===== config.mk =====
export PLATFORM = sky130hd
export DESIGN_NAME = imu_packet_sync_integrator_top_flat
export DESIGN_NICKNAME = d
export VERILOG_FILES = /design/src/hdl/imu_pkg.sv /design/src/hdl/imu_item_if.sv /design/src/hdl/imu_result_if.sv /design/src/hdl/imu_window.sv /design/src/hdl/imu_fpu.sv /design/src/hdl/imu_packet_sync_integrator_top.sv /design/src/flat_wrapper.sv
export SDC_FILE = /design/constraint.sdc
export NUM_CORES = 2
export LEC_CHECK = 0
export ABC_AREA = 0
export BUFFER_PORTS_ARGS = -buffer_cell sky130_fd_sc_hd__buf_2
export CORE_ASPECT_RATIO = 1.5
export CORE_UTILIZATION = 37
export CTS_CLUSTER_DIAMETER = 120
export CTS_CLUSTER_SIZE = 24
export DETAILED_ROUTE_END_ITERATION = 16
export HOLD_SLACK_MARGIN = 0.15
export PLACE_DENSITY = 0.62
export SLEW_MARGIN = 20
export SYNTH_ARGS = -nofsm -noshare
export SYNTH_HDL_FRONTEND = slang
export SYNTH_SLANG_ARGS = --single-unit
export TNS_END_PERCENT = 1

===== constraint.sdc =====
create_clock -name clk -period 17.4 [get_ports clk]
set_input_delay 2.61 -clock clk [delete_from_list [all_inputs] [get_ports clk]]
set_output_delay 2.61 -clock clk [all_outputs]
set_load 0.03 [all_outputs]

===== src/hdl/imu_pkg.sv =====
// Shared types, constants and register codes of the IMU packet integrator.
`default_nettype none
package imu_pkg;

  // Window and header geometry
  localparam int WinDepth = 14;
  localparam int WinIdxW  = 4;

  // Configuration register indexes and reset values
  localparam int CfgIdxW = 2;
  localparam logic [CfgIdxW-1:0] CFG_TIME_STEP     = 2'd0;
  localparam logic [CfgIdxW-1:0] CFG_HEADER_FIRST  = 2'd1;
  localparam logic [CfgIdxW-1:0] CFG_HEADER_SECOND = 2'd2;
  localparam logic [CfgIdxW-1:0] CFG_HEADER_THIRD  = 2'd3;

  localparam logic [31:0] TIME_STEP_RST = 32'h3CCC_CCCD;
  localparam logic [7:0]  HDR_FIRST_RST  = 8'h40;
  localparam logic [7:0]  HDR_SECOND_RST = 8'h30;
  localparam logic [7:0]  HDR_THIRD_RST  = 8'h0C;

  localparam logic [31:0] CANON_NAN = 32'h7FC0_0000;

  // Float unit operation codes
  localparam logic FPU_MUL = 1'b0;
  localparam logic FPU_ADD = 1'b1;

  typedef struct packed {
    logic       byte_valid;
    logic [7:0] data_byte;
    logic       end_of_message;
  } imu_item_t;

  typedef struct packed {
    logic        packet_found;
    logic [31:0] accel_x;
    logic [31:0] accel_y;
    logic [31:0] accel_z;
    logic [31:0] vel_x;
    logic [31:0] vel_y;
    logic [31:0] vel_z;
    logic [31:0] pos_x;
    logic [31:0] pos_y;
    logic [31:0] pos_z;
  } imu_result_t;

  typedef struct packed {
    logic       push;
    logic       clear;
    logic [7:0] data;
  } win_ctl_t;

  typedef struct packed {
    logic        match;
    logic [31:0] word0;
    logic [31:0] word1;
    logic [31:0] word2;
  } win_stat_t;

  typedef struct packed {
    logic        start;
    logic        op;
    logic [31:0] a;
    logic [31:0] b;
  } fpu_req_t;

  typedef struct packed {
    logic        done;
    logic [31:0] res;
  } fpu_rsp_t;

endpackage
`default_nettype wire


===== src/hdl/imu_item_if.sv =====
// Input channel interface carrying one message byte item.
`default_nettype none
interface imu_item_if;
  logic                valid;
  logic                ready;
  imu_pkg::imu_item_t  payload;
  modport source (output valid, output payload, input ready);
  modport sink   (input valid, input payload, output ready);
endinterface
`default_nettype wire


===== src/hdl/imu_result_if.sv =====
// Result channel interface carrying the integrator state snapshot.
`default_nettype none
interface imu_result_if;
  logic                 valid;
  logic                 ready;
  imu_pkg::imu_result_t payload;
  modport source (output valid, output payload, input ready);
  modport sink   (input valid, input payload, output ready);
endinterface
`default_nettype wire


===== src/hdl/imu_window.sv =====
// Sliding byte window with header match and payload word extraction.
`default_nettype none
module imu_window (
  input  wire logic              clk,
  input  wire logic              rst_n,
  input  wire imu_pkg::win_ctl_t ctl,
  input  wire logic [7:0]        hdr_first,
  input  wire logic [7:0]        hdr_second,
  input  wire logic [7:0]        hdr_third,
  output imu_pkg::win_stat_t     stat
);

  logic [7:0]                  win_r [imu_pkg::WinDepth];
  logic [imu_pkg::WinIdxW-1:0] fill_r;
  logic                        full;

  assign full = (fill_r == imu_pkg::WinIdxW'(imu_pkg::WinDepth));

  // Match the header and assemble the big-endian words with the incoming byte
  always_comb begin
    stat.match = full && (win_r[0] == hdr_first) && (win_r[1] == hdr_second)
                 && (win_r[2] == hdr_third);
    stat.word0 = {win_r[3], win_r[4], win_r[5], win_r[6]};
    stat.word1 = {win_r[7], win_r[8], win_r[9], win_r[10]};
    stat.word2 = {win_r[11], win_r[12], win_r[13], ctl.data};
  end

  // Fill level: clear at message end, count up until full
  always_ff @(posedge clk) begin
    if (!rst_n) begin
      fill_r <= '0;
    end else if (ctl.clear) begin
      fill_r <= '0;
    end else if (ctl.push && !full) begin
      fill_r <= fill_r + 1'b1;
    end
  end

  // Window contents: append while filling, shift once full
  always_ff @(posedge clk) begin
    if (ctl.push) begin
      if (!full) begin
        win_r[fill_r] <= ctl.data;
      end else begin
        for (int i = 0; i < imu_pkg::WinDepth - 1; i++) begin
          win_r[i] <= win_r[i+1];
        end
        win_r[imu_pkg::WinDepth-1] <= ctl.data;
      end
    end
  end

endmodule
`default_nettype wire


===== src/hdl/imu_fpu.sv =====
// Shared single-precision multiply/add unit with iterative normalization.
`default_nettype none
module imu_fpu (
  input  wire logic              clk,
  input  wire logic              rst_n,
  input  wire imu_pkg::fpu_req_t req,
  output imu_pkg::fpu_rsp_t      rsp
);

  localparam int MW   = 51;
  localparam int FRAC = MW - 24;

  localparam logic signed [11:0] EMIN     = -12'sd149;
  localparam logic signed [11:0] EBIAS    = 12'sd150;
  localparam logic signed [11:0] EFRAC    = 12'(FRAC);
  localparam logic signed [11:0] EADD_OFS = 12'sd26;

  typedef enum logic [1:0] {S_IDLE, S_NORM, S_FIN} fpu_state_t;

  fpu_state_t        state_r;
  logic [MW-1:0]     m_r;
  logic signed [11:0] e_r;
  logic              s_r;
  logic              done_r;
  logic [31:0]       res_r;

  // Operand unpacking
  logic              a_nan, a_inf, a_zero, b_nan, b_inf, b_zero;
  logic [23:0]       a_m, b_m;
  logic signed [11:0] a_e, b_e;

  always_comb begin
    a_nan  = (req.a[30:23] == 8'hFF) && (req.a[22:0] != '0);
    a_inf  = (req.a[30:23] == 8'hFF) && (req.a[22:0] == '0);
    a_zero = (req.a[30:0] == '0);
    b_nan  = (req.b[30:23] == 8'hFF) && (req.b[22:0] != '0);
    b_inf  = (req.b[30:23] == 8'hFF) && (req.b[22:0] == '0);
    b_zero = (req.b[30:0] == '0);
    a_m    = {req.a[30:23] != 8'h00, req.a[22:0]};
    b_m    = {req.b[30:23] != 8'h00, req.b[22:0]};
    a_e    = $signed({4'b0, (req.a[30:23] == 8'h00) ? 8'h01 : req.a[30:23]}) - EBIAS;
    b_e    = $signed({4'b0, (req.b[30:23] == 8'h00) ? 8'h01 : req.b[30:23]}) - EBIAS;
  end

  // Start cycle: special cases, product, or aligned sum
  logic              st_special;
  logic [31:0]       st_special_res;
  logic [MW-1:0]     st_m;
  logic signed [11:0] st_e;
  logic              st_s;

  always_comb begin
    logic              swap, sub, lost;
    logic [31:0]       x, y;
    logic [23:0]       x_m, y_m;
    logic signed [11:0] x_e, y_e, d;
    logic [MW-1:0]     xf, yf, ysh;
    logic [47:0]       prod;
    swap = 1'b0; sub = 1'b0; lost = 1'b0;
    x = req.a; y = req.b; x_m = a_m; y_m = b_m; x_e = a_e; y_e = b_e;
    d = '0; xf = '0; yf = '0; ysh = '0; prod = '0;
    st_special     = 1'b0;
    st_special_res = imu_pkg::CANON_NAN;
    st_m           = '0;
    st_e           = '0;
    st_s           = 1'b0;
    if (req.op == imu_pkg::FPU_MUL) begin
      if (a_nan || b_nan || (a_inf && b_zero) || (b_inf && a_zero)) begin
        st_special = 1'b1;
      end else if (a_inf || b_inf) begin
        st_special     = 1'b1;
        st_special_res = {req.a[31] ^ req.b[31], 8'hFF, 23'h0};
      end
      prod = a_m * b_m;
      st_m = {{(MW-48){1'b0}}, prod};
      st_e = a_e + b_e;
      st_s = req.a[31] ^ req.b[31];
    end else begin
      if (a_nan || b_nan || (a_inf && b_inf && (req.a[31] != req.b[31]))) begin
        st_special = 1'b1;
      end else if (a_inf) begin
        st_special     = 1'b1;
        st_special_res = req.a;
      end else if (b_inf) begin
        st_special     = 1'b1;
        st_special_res = req.b;
      end
      // Larger magnitude goes first
      swap = (req.b[30:0] > req.a[30:0]);
      if (swap) begin
        x = req.b; y = req.a; x_m = b_m; y_m = a_m; x_e = b_e; y_e = a_e;
      end
      sub  = x[31] ^ y[31];
      d    = x_e - y_e;
      xf   = {1'b0, x_m, 26'b0};
      yf   = {1'b0, y_m, 26'b0};
      ysh  = yf >> $unsigned(d);
      lost = ((ysh << $unsigned(d)) != yf);
      ysh  = ysh | {{(MW-1){1'b0}}, lost};
      st_m = sub ? (xf - ysh) : (xf + ysh);
      st_e = x_e - EADD_OFS;
      st_s = (sub && (st_m == '0)) ? 1'b0 : x[31];
    end
  end

  // Normalization step decisions
  logic signed [11:0] eb;
  logic               shift8, shift1;

  always_comb begin
    eb     = e_r + EFRAC;
    shift8 = (m_r[MW-1:MW-8] == '0) && ((eb - 12'sd8) >= EMIN);
    shift1 = !m_r[MW-1] && (eb > EMIN);
  end

  // Final denormalizing shift and round to nearest even
  logic [31:0] fin_res;

  always_comb begin
    logic signed [11:0] dsh, ebf, exp_c;
    logic [MW-1:0]      msh;
    logic               stk, g, inc;
    logic [23:0]        sig;
    logic [24:0]        sig_r;
    logic [23:0]        sig_f;
    dsh = '0; ebf = eb; msh = m_r; stk = 1'b0;
    if (eb < EMIN) begin
      dsh = EMIN - eb;
      ebf = EMIN;
      if ($unsigned(dsh) >= 12'(MW)) begin
        msh = '0;
        stk = (m_r != '0);
      end else begin
        msh = m_r >> dsh[5:0];
        stk = ((msh << dsh[5:0]) != m_r);
      end
    end
    sig   = msh[MW-1:FRAC];
    g     = msh[FRAC-1];
    stk   = stk | (msh[FRAC-2:0] != '0);
    inc   = g & (stk | sig[0]);
    sig_r = {1'b0, sig} + {24'b0, inc};
    if (sig_r[24]) begin
      sig_f = sig_r[24:1];
      ebf   = ebf + 12'sd1;
    end else begin
      sig_f = sig_r[23:0];
    end
    exp_c = ebf + EBIAS;
    if (!sig_f[23]) begin
      fin_res = {s_r, 8'h00, sig_f[22:0]};
    end else if (exp_c >= 12'sd255) begin
      fin_res = {s_r, 8'hFF, 23'h0};
    end else begin
      fin_res = {s_r, exp_c[7:0], sig_f[22:0]};
    end
  end

  // Sequencer: load, normalize, round
  always_ff @(posedge clk) begin
    if (!rst_n) begin
      state_r <= S_IDLE;
      done_r  <= 1'b0;
    end else begin
      done_r <= 1'b0;
      unique case (state_r)
        S_IDLE: begin
          if (req.start) begin
            if (st_special) begin
              res_r  <= st_special_res;
              done_r <= 1'b1;
            end else begin
              m_r     <= st_m;
              e_r     <= st_e;
              s_r     <= st_s;
              state_r <= S_NORM;
            end
          end
        end
        S_NORM: begin
          if (m_r == '0) begin
            state_r <= S_FIN;
          end else if (shift8) begin
            m_r <= {m_r[MW-9:0], 8'b0};
            e_r <= e_r - 12'sd8;
          end else if (shift1) begin
            m_r <= {m_r[MW-2:0], 1'b0};
            e_r <= e_r - 12'sd1;
          end else begin
            state_r <= S_FIN;
          end
        end
        S_FIN: begin
          res_r   <= fin_res;
          done_r  <= 1'b1;
          state_r <= S_IDLE;
        end
        default: state_r <= S_IDLE;
      endcase
    end
  end

  assign rsp.done = done_r;
  assign rsp.res  = res_r;

endmodule
`default_nettype wire


===== src/hdl/imu_packet_sync_integrator_top.sv =====
// Top level: packet sync, register file and float integration sequencer.
//
//  channel | dir | handshake          | payload
//  in_s    | in  | valid/ready        | byte_valid, data_byte, end_of_message
//  out_s   | out | valid/ready        | packet_found, accel, vel, pos (x/y/z)
//  cfg_*   | in  | cfg_we, no stall   | cfg_index, cfg_data
//
// A found packet adds three multiply/add pairs for velocity, a message end three
// more for position; all run on the one shared float unit. An operation
// normalizes by shifts of eight or one bit, and skips normalization when an
// operand is NaN or infinite.
// Synchronous active-low reset restores the register defaults and zero state.
// in_s.ready is high only while idle and out of reset; a result waiting on
// out_s stalls the sequencer only at the point where the next result is loaded.
`default_nettype none
module imu_packet_sync_integrator_top (
  input  wire logic                         clk,
  input  wire logic                         rst_n,
  imu_item_if.sink                          in_s,
  imu_result_if.source                      out_s,
  input  wire logic                         cfg_we,
  input  wire logic [imu_pkg::CfgIdxW-1:0]  cfg_index,
  input  wire logic [31:0]                  cfg_data
);

  typedef enum logic [2:0] {
    S_IDLE, S_CHECK, S_MUL, S_MULW, S_ADD, S_ADDW, S_EMIT
  } seq_state_t;

  seq_state_t           state_r;
  imu_pkg::imu_item_t   item_r;
  logic [31:0]          ts_r;
  logic [7:0]           hf_r, hs_r, ht_r;
  logic [31:0]          accel_r [3];
  logic [31:0]          vel_r   [3];
  logic [31:0]          pos_r   [3];
  logic [31:0]          prod_r;
  logic                 found_r;
  logic                 pos_phase_r;
  logic [1:0]           k_r;
  logic                 out_valid_r;
  imu_pkg::imu_result_t out_data_r;

  imu_pkg::win_ctl_t    win_ctl;
  imu_pkg::win_stat_t   win_stat;
  imu_pkg::fpu_req_t    fpu_req;
  imu_pkg::fpu_rsp_t    fpu_rsp;

  // Configuration registers
  always_ff @(posedge clk) begin
    if (!rst_n) begin
      ts_r <= imu_pkg::TIME_STEP_RST;
      hf_r <= imu_pkg::HDR_FIRST_RST;
      hs_r <= imu_pkg::HDR_SECOND_RST;
      ht_r <= imu_pkg::HDR_THIRD_RST;
    end else if (cfg_we) begin
      unique case (cfg_index)
        imu_pkg::CFG_TIME_STEP:     ts_r <= cfg_data;
        imu_pkg::CFG_HEADER_FIRST:  hf_r <= cfg_data[7:0];
        imu_pkg::CFG_HEADER_SECOND: hs_r <= cfg_data[7:0];
        imu_pkg::CFG_HEADER_THIRD:  ht_r <= cfg_data[7:0];
        default: ;
      endcase
    end
  end

  // Window update happens in the check cycle; a message end clears it
  always_comb begin
    win_ctl.push  = (state_r == S_CHECK) && item_r.byte_valid;
    win_ctl.clear = (state_r == S_CHECK) && item_r.end_of_message;
    win_ctl.data  = item_r.data_byte;
  end

  imu_window u_window (
    .clk        (clk),
    .rst_n      (rst_n),
    .ctl        (win_ctl),
    .hdr_first  (hf_r),
    .hdr_second (hs_r),
    .hdr_third  (ht_r),
    .stat       (win_stat)
  );

  // Float operand selection: velocity phase, then position phase
  always_comb begin
    fpu_req.start = (state_r == S_MUL) || (state_r == S_ADD);
    fpu_req.op    = (state_r == S_ADD) ? imu_pkg::FPU_ADD : imu_pkg::FPU_MUL;
    if (state_r == S_ADD) begin
      fpu_req.a = pos_phase_r ? pos_r[k_r] : vel_r[k_r];
      fpu_req.b = prod_r;
    end else begin
      fpu_req.a = pos_phase_r ? vel_r[k_r] : accel_r[k_r];
      fpu_req.b = ts_r;
    end
  end

  imu_fpu u_fpu (
    .clk   (clk),
    .rst_n (rst_n),
    .req   (fpu_req),
    .rsp   (fpu_rsp)
  );

  // Sequencer, state stores and output register
  always_ff @(posedge clk) begin
    if (!rst_n) begin
      state_r     <= S_IDLE;
      out_valid_r <= 1'b0;
      found_r     <= 1'b0;
      pos_phase_r <= 1'b0;
      k_r         <= '0;
      for (int i = 0; i < 3; i++) begin
        accel_r[i] <= '0;
        vel_r[i]   <= '0;
        pos_r[i]   <= '0;
      end
    end else begin
      // Drop the result once transferred, unless a new one loads now
      if (out_valid_r && out_s.ready && (state_r != S_EMIT)) begin
        out_valid_r <= 1'b0;
      end
      unique case (state_r)
        S_IDLE: begin
          if (in_s.valid) begin
            item_r  <= in_s.payload;
            state_r <= S_CHECK;
          end
        end
        S_CHECK: begin
          found_r <= item_r.byte_valid && win_stat.match;
          k_r     <= '0;
          if (item_r.byte_valid && win_stat.match) begin
            accel_r[0]  <= win_stat.word0;
            accel_r[1]  <= win_stat.word1;
            accel_r[2]  <= win_stat.word2;
            pos_phase_r <= 1'b0;
            state_r     <= S_MUL;
          end else if (item_r.end_of_message) begin
            pos_phase_r <= 1'b1;
            state_r     <= S_MUL;
          end else begin
            state_r <= S_EMIT;
          end
        end
        S_MUL: state_r <= S_MULW;
        S_MULW: begin
          if (fpu_rsp.done) begin
            prod_r  <= fpu_rsp.res;
            state_r <= S_ADD;
          end
        end
        S_ADD: state_r <= S_ADDW;
        S_ADDW: begin
          if (fpu_rsp.done) begin
            if (pos_phase_r) begin
              pos_r[k_r] <= fpu_rsp.res;
            end else begin
              vel_r[k_r] <= fpu_rsp.res;
            end
            if (k_r == 2'd2) begin
              k_r <= '0;
              if (!pos_phase_r && item_r.end_of_message) begin
                pos_phase_r <= 1'b1;
                state_r     <= S_MUL;
              end else begin
                state_r <= S_EMIT;
              end
            end else begin
              k_r     <= k_r + 2'd1;
              state_r <= S_MUL;
            end
          end
        end
        S_EMIT: begin
          if (!out_valid_r || out_s.ready) begin
            out_data_r.packet_found <= found_r;
            out_data_r.accel_x      <= accel_r[0];
            out_data_r.accel_y      <= accel_r[1];
            out_data_r.accel_z      <= accel_r[2];
            out_data_r.vel_x        <= vel_r[0];
            out_data_r.vel_y        <= vel_r[1];
            out_data_r.vel_z        <= vel_r[2];
            out_data_r.pos_x        <= pos_r[0];
            out_data_r.pos_y        <= pos_r[1];
            out_data_r.pos_z        <= pos_r[2];
            out_valid_r             <= 1'b1;
            state_r                 <= S_IDLE;
          end
        end
        default: state_r <= S_IDLE;
      endcase
    end
  end

  assign in_s.ready    = rst_n && (state_r == S_IDLE);
  assign out_s.valid   = out_valid_r;
  assign out_s.payload = out_data_r;

endmodule
`default_nettype wire


===== src/flat_wrapper.sv =====
// flat-port wrapper written by rule: the top's interface ports become plain ports
module imu_packet_sync_integrator_top_flat 
  (clk, rst_n, cfg_we, cfg_index, cfg_data, in_s_valid, in_s_payload, in_s_ready, out_s_valid, out_s_payload, out_s_ready);
  imu_item_if in_s_i ();
  imu_result_if out_s_i ();
  input  wire logic clk;
  input  wire logic rst_n;
  input  wire logic cfg_we;
  input  wire logic [imu_pkg::CfgIdxW-1:0] cfg_index;
  input  wire logic [31:0] cfg_data;
  input wire logic [$bits(in_s_i.valid)-1:0] in_s_valid;
  input wire logic [$bits(in_s_i.payload)-1:0] in_s_payload;
  output wire logic [$bits(in_s_i.ready)-1:0] in_s_ready;
  output wire logic [$bits(out_s_i.valid)-1:0] out_s_valid;
  output wire logic [$bits(out_s_i.payload)-1:0] out_s_payload;
  input wire logic [$bits(out_s_i.ready)-1:0] out_s_ready;
  assign in_s_i.valid = in_s_valid;
  assign in_s_i.payload = in_s_payload;
  assign in_s_ready = in_s_i.ready;
  assign out_s_valid = out_s_i.valid;
  assign out_s_payload = out_s_i.payload;
  assign out_s_i.ready = out_s_ready;
  imu_packet_sync_integrator_top u_core (.clk(clk), .rst_n(rst_n), .in_s(in_s_i), .out_s(out_s_i), .cfg_we(cfg_we), .cfg_index(cfg_index), .cfg_data(cfg_data));
endmodule

# ---- Yosys cells after proc, flatten, opt, wreduce, memory -nomap -nowiden
# Memory sizes are Yosys's and may differ from the RTL's. A register that Yosys moved wholly into a read port is not among the register bits.
# Index checks and enable logic that the tools add are counted.
# Widths: inputs -> output; s select.
dict set report totals {
  regBits 210
  latch_bits 0
  mem_bits_rw 400
  romBits 0
  in_bits 49
  out_inout_bits 291
  word_cells 300
  mem_count 4
}
# name words word_bits read_ports rd_ports_with_merged_regs write_ports line
set mem_list {}
lappend mem_list {u_core.u_window.win_r 14 8 14 0 14 imu_window.sv:13} ;# logic [7:0] win_r [imu_pkg::WinDepth];
lappend mem_list {u_core.accel_r 3 32 4 4 3 imu_packet_sync_integrator_top.sv:34} ;# logic [31:0] accel_r [3];
lappend mem_list {u_core.pos_r 3 32 4 4 3 imu_packet_sync_integrator_top.sv:36} ;# logic [31:0] pos_r [3];
lappend mem_list {u_core.vel_r 3 32 4 4 3 imu_packet_sync_integrator_top.sv:35} ;# logic [31:0] vel_r [3];
dict set report op_classes {
  addsub 17
  mul 1
  div 0
  order_cmp 6
  n_eq_ne 36
  shifts 4
  n_mux 128
  bitwise_logic 11
  reduce_logical 72
}
# op count
set ops {}
lappend ops {{$mux 32} 19}
lappend ops {{$mux 51} 9}
lappend ops {{$mux 12} 12}
lappend ops {{$mux 24} 5}
lappend ops {{$logic_not 51->1} 2}
lappend ops {{$pmux 51 s2} 1}
lappend ops {{$mux 64} 1}
lappend ops {{$pmux 32 s2} 1}
lappend ops {{$reduce_or 32->1} 2}
lappend ops {{$logic_not 31->1} 2}
lappend ops {{$mux 31} 2}
lappend ops {{$add 50x51->51} 1}
lappend ops {{$ne 51x50->1} 1}
lappend ops {{$ne 51x51->1} 1}
lappend ops {{$or 51x1->51} 1}
lappend ops {{$reduce_bool 51->1} 1}
lappend ops {{$shl 51x12->51} 1}
lappend ops {{$shl 51x6->51} 1}
lappend ops {{$shr 50x12->51} 1}
lappend ops {{$shr 51x6->51} 1}
lappend ops {{$sub 50x51->51} 1}
lappend ops {{$mul 24x24->48} 1}
lappend ops {{$logic_not 23->1} 2}
lappend ops {{$reduce_bool 23->1} 2}
lappend ops {{60 further kinds} 204}

# ---- Logic depth before layout (Yosys ltp)
dict set report depth {
  word_depth 18
  depth_mapped 66
  depth_no_buf 51
}

# ---- Cells and area by module
# A second synthesis with hierarchy kept.
dict set report hier_totals {
  cells_unflattened 8101
  area_unflattened_um2 78789.3
}
# mod n_inst cells_per_inst area_per_inst_um2 seq_area_each_um2
set by_module_without_submodules {}
lappend by_module_without_submodules {imu_fpu 1 5982 45461.1 2942.8}
lappend by_module_without_submodules {imu_packet_sync_integrator_top 1 1667 28224.6 21830.9}
lappend by_module_without_submodules {imu_window 1 452 5103.6 3443.3}

# ---- Worst setup path after synthesis
# Ideal clock, no wire load.
dict set report synth_path {
  path_kind {input -> register}
  start {input rst_n}
  end {register, netlist name out_s_payload[0]}
  setup_time_ns 0.944
  t_arrival_ns 15.168
  required_ns 16.456
  setup_slack_ns 1.288
  stages 4
  n_path_buf 2
  cell_sequence {clkbuf_1 clkbuf_1 nand2_1 nor2_1}
}
dict set report synth_via {
  elab_chain_len 1
}
# element line
set synth_lines {}
lappend synth_lines {{start: declaration} flat_wrapper.sv:7} ;# input wire logic rst_n;
lappend synth_lines {{$reduce_and 3->1 (no line)} --}
# No other way between the ends.
# A chain may end at the register's enable or synchronous reset.

# ---- Worst setup path in the final report
dict set report layout_path {
  start {register u_core.state_r[0]}
  end {register u_core.u_fpu.s_r, data pin}
}
dict set report layout_via {
  elab_chain_len 18
  elab_cells_between_ends 38
  classes_between {add/sub: 5; order compare: 1; eq/ne: 2; shift: 2; mux: 19; bitwise: 3; reduce/logical: 6}
}
# element line
set layout_lines {}
lappend layout_lines {{start: declaration} imu_packet_sync_integrator_top.sv:30} ;# seq_state_t state_r;
lappend layout_lines {{start signal: assignment} imu_packet_sync_integrator_top.sv:107} ;# state_r <= S_IDLE;
lappend layout_lines {{start signal: assignment} imu_packet_sync_integrator_top.sv:126} ;# state_r <= S_CHECK;
lappend layout_lines {{start signal: assignment} imu_packet_sync_integrator_top.sv:137} ;# state_r <= S_MUL;
lappend layout_lines {{$eq 3x3->1 (*)} {imu_packet_sync_integrator_top.sv:87, imu_packet_sync_integrator_top.sv:88}}
lappend layout_lines {{$mux 64} imu_packet_sync_integrator_top.sv:88} ;# if (state_r == S_ADD) begin
lappend layout_lines {{$logic_not 8->1, on equally long branches} {imu_fpu.sv:41, imu_fpu.sv:42}}
lappend layout_lines {{$mux 8, on equally long branches} {imu_fpu.sv:41, imu_fpu.sv:42}}
lappend layout_lines {{$sub 8x8->9, on equally long branches} {imu_fpu.sv:41, imu_fpu.sv:42}}
lappend layout_lines {{$mux 12} imu_fpu.sv:90} ;# if (swap) begin
lappend layout_lines {{$mux 12} imu_fpu.sv:67} ;# if (req.op == imu_pkg::FPU_MUL) begin
lappend layout_lines {{$sub 12x12->12} imu_fpu.sv:94} ;# d = x_e - y_e;
lappend layout_lines {{[3 not listed]} --}
lappend layout_lines {{$or 51x1->51} imu_fpu.sv:99} ;# ysh = ysh | {{(MW-1){1'b0}}, lost};
lappend layout_lines {{$add 50x51->51 / $sub 50x51->51 (equally long branches)} imu_fpu.sv:100} ;# st_m = sub ? (xf - ysh) : (xf + ysh);
lappend layout_lines {{$mux 51} imu_fpu.sv:100}
lappend layout_lines {{$logic_not 51->1} imu_fpu.sv:102} ;# st_s = (sub && (st_m == '0)) ? 1'b0 : x[31];
lappend layout_lines {{$logic_and 1x1->1} imu_fpu.sv:102}
lappend layout_lines {{$mux 1} imu_fpu.sv:102}
lappend layout_lines {{$mux 1 (*)} imu_fpu.sv:67}
lappend layout_lines {{net u_core.u_fpu.st_s} imu_fpu.sv:50} ;# logic st_s;
lappend layout_lines {{end signal: assignment} imu_fpu.sv:175} ;# s_r <= st_s;
lappend layout_lines {{end: declaration} imu_fpu.sv:23} ;# logic s_r;
# The timed path passes the listed nets; every way through them passes the cells marked *. The select of a mux whose other input is x is not followed.

==> reports/qor.csv <==
metric,value,unit
largest net degree at the start of global routing,181,
Initial Util,37.3,%
first-pass GRT wire length,663000,um
final hold slack,0.419,ns
Setup Total Neg Slack,0,ns
Worst setup SP type,flip-flop,
WP data arrival,17.29,ns
DRC viols,0,
syn nets,8898,
Crit-path slowest cell,fa_4,
setup violators final,0,
post-route clock period utilization,97.0,%
worst stage delay on the critical path,0.93,ns
chip height,568,um
top cell type's share of synthesized area,33.9,%
RSZ-0062 raised after global routing,false,
clk_lat worst skew,0.73,ns
initial antenna violation count,62,
post-synthesis average cell area,9.82,um^2
Num CTS Buffers,47,
MaxCap Viol Count,0,
clock-pin slew on the worst setup and hold paths,0.11,ns
clock root buffer,clkbuf_16,
row cnt,207,
final worst slack,0.526,ns
fmax,59.3,MHz
ranking of synthesized cells by area,"edfxtp_1 34%, fa_1 12%, ha_1 5.0%, nand2_1 4.9%, mux2i_1 3.7%",
Min-Delay Path Class,reg -> reg,
vias in the first global route,74600,
pre-CTS setup slack,1.14,ns
Worst-Margin Slew,1.39,ns
worst-path maximum fanout,34,
Worst EP required,17.82,ns
PortBufs,339,
quantity of hold-fixing buffers added after cts,0,
Post-Syn Area,79000,um^2
Post-DRT Antenna Nets,0,
status,completed,
CP most frequent cell,buf_4,
"FFs w/ async S/R, synth",0,%
H-tree level count,2,
dpl hpwl,398000,um
placed cell areas,91300,um^2
"Hold Vio Cnt, Final",0,
Synth Warn #,0,
die area,216000,um^2
number of fillers in the final layout,20500,
Setup CP Type,reg -> reg,
vias post-DR,75200,
post-CTS sizing,0,
Clock Path Buffers,3,
share of cells above drive strength 1,20.5,%
CORE AREA,212000,um^2
Synth Flop Type,edfxtp_1,
DRT Pass-1 Iters,10,
Post-Syn Instances,8049,
shortest period the worst path allows,16.87,ns
Die W,379,um
Post-synth EDFFs,891,
sequential fraction of the synthesis area,35.7,%
fin. max-slew vios,0,
Critical Path End Type,flip-flop,
remaining global-route overflow,0,
Yosys reg bits,964,
wire length per cell,42.3,um
final RePlAce weighted congestion,1.16,
Worst Clk Skew,0.0632,ns
GRT Util Overall,45.9,%
Max-slew headroom,6.83,%
synthesis-to-layout area growth,17.5,%
Total Wirelength,502000,um
Sink Count,964,
Nets,9825,
Final Cell Area,92900,um^2
# IOs,340,
CTS tree,yes,
DRT iter0 DRCs,8826,
drt via density,6.34,
Yosys cell types,119,
cell taking the most area after synthesis,edfxtp_1,
"Setup Fix Bufs, Post-CTS",0,
[synthesized netlist by cell type, drive strengths merged (190+ instances only)]
cell type  number
ha            315
nand2        1024
o21ai         322
edfxtp        891
a21oi         404
nor2          697
inv           646
nand3         190
fa            485
and2          293
clkbuf        361
mux2i         293
[final cells by class]
| type | count | area [um^2] | share of cell area (%) |
|---|---|---|---|
| multi-input cells | 5891 | 46600 | 50.2 |
| flip-flops and latches | 964 | 28200 | 30.4 |
| inverters | 660 | 2480 | 2.67 |
| clock buffers | 80 | 1300 | 1.40 |
| diodes | 34 | 85.1 | 0.0916 |
| repair buffers | 1412 | 10500 | 11.3 |
| clock inverters | 7 | 175 | 0.189 |
| well taps | 2821 | 3530 | 3.80 |
[state kept, by name, indices dropped and copies added, names as in the netlist, 10 cells and up, named ones only]
signal                 cells
u_core.u_fpu.e_r          12
u_core.ts_r               32
u_core.u_window.win_r    112
u_core.u_fpu.res_r        32
u_core.pos_r             128
u_core.prod_r             32
u_core.item_r             10
out_s_payload            288
u_core.accel_r            96
u_core.u_fpu.m_r          51
u_core.vel_r             128
[placed cells by master (no fill, tap or decap), types with 57 or more instances in the layout]
| cell type | netlist | routed |
|---|---|---|
| nand3_1 | 187 | 187 |
| xor2_1 | 72 | 70 |
| ha_1 | 315 | 312 |
| nor2_1 | 694 | 678 |
| a211oi_1 | 103 | 103 |
| nand4_1 | 77 | 77 |
| buf_4 | 14 | 1015 |
| mux2_2 | 57 | 57 |
| nand2_1 | 1024 | 1022 |
| o21ai_0 | 302 | 297 |
| edfxtp_1 | 891 | 891 |
| fa_1 | 485 | 484 |
| and3_1 | 75 | 75 |
| a22oi_1 | 74 | 74 |
| nor3_1 | 130 | 122 |
| nor4_1 | 70 | 64 |
| dfxtp_1 | 73 | 70 |
| mux4_2 | 120 | 120 |
| o211ai_1 | 79 | 79 |
| a21o_1 | 141 | 141 |
| buf_2 | 63 | 339 |
| mux2i_1 | 290 | 280 |
| and2_1 | 291 | 290 |
| inv_1 | 634 | 632 |
| a21oi_1 | 397 | 393 |
| xnor2_1 | 120 | 115 |
[critical path: cells and delay by family, from the launching register on]
kind            cells  cell delay (ns)
flops               1             0.83
buf+inv            11             2.90
compound gates     17             5.29
fa+ha+maj           4             2.05
xor+xnor            1             0.10
simple gates       20             5.29
[cell families after synthesis]
kind of cell    synth area share [%]
fa+ha+maj                       17.3
simple gates                    16.2
compound gates                  14.1
flops                           35.7
buf+inv                         6.08
mux                             8.38
xor+xnor                        2.21
[per-stage QoR]
stage | cells | utilization, %
finish | 11900 | 43.8
detailed placement | 11700 | 43.0
global placement | 11700 | 43.0
CTS | 11800 | 43.7
floorplan | 8049 | -
global route | 11800 | 43.7
[metal layers]
| metal | share of wire [%] | vias to the layer above | track usage [%] |
|---|---|---|---|
| li1 | - | 30500 | - |
| met1 | 33 | 37800 | 47.7 |
| met2 | 46 | 5085 | 73.8 |
| met3 | 8.4 | 1856 | 11.5 |
| met4 | 13 | 14 | 46.4 |
| met5 | 0.020 | - | 0 |
[path summary, 6_finish.rpt]
path / startpoint / end / slack (ns) / cells past startpoint
min: u_core.vel_r[1][18]$_SDFFCE_PN0P_ / out_s_payload[146]$_DFFE_PP_ / 0.42 / 0
min reg2reg: u_core.vel_r[1][18]$_SDFFCE_PN0P_ / out_s_payload[146]$_DFFE_PP_ / 0.42 / 0
max reg2reg: u_core.state_r[0]$_SDFFE_PN0P_ / u_core.u_fpu.s_r$_DFFE_PP_ / 0.53 / 53
max: u_core.state_r[0]$_SDFFE_PN0P_ / u_core.u_fpu.s_r$_DFFE_PP_ / 0.53 / 53
Power is not shown: default switching activity piles up to over one toggle a cycle in this logic, so the estimate is an artifact.
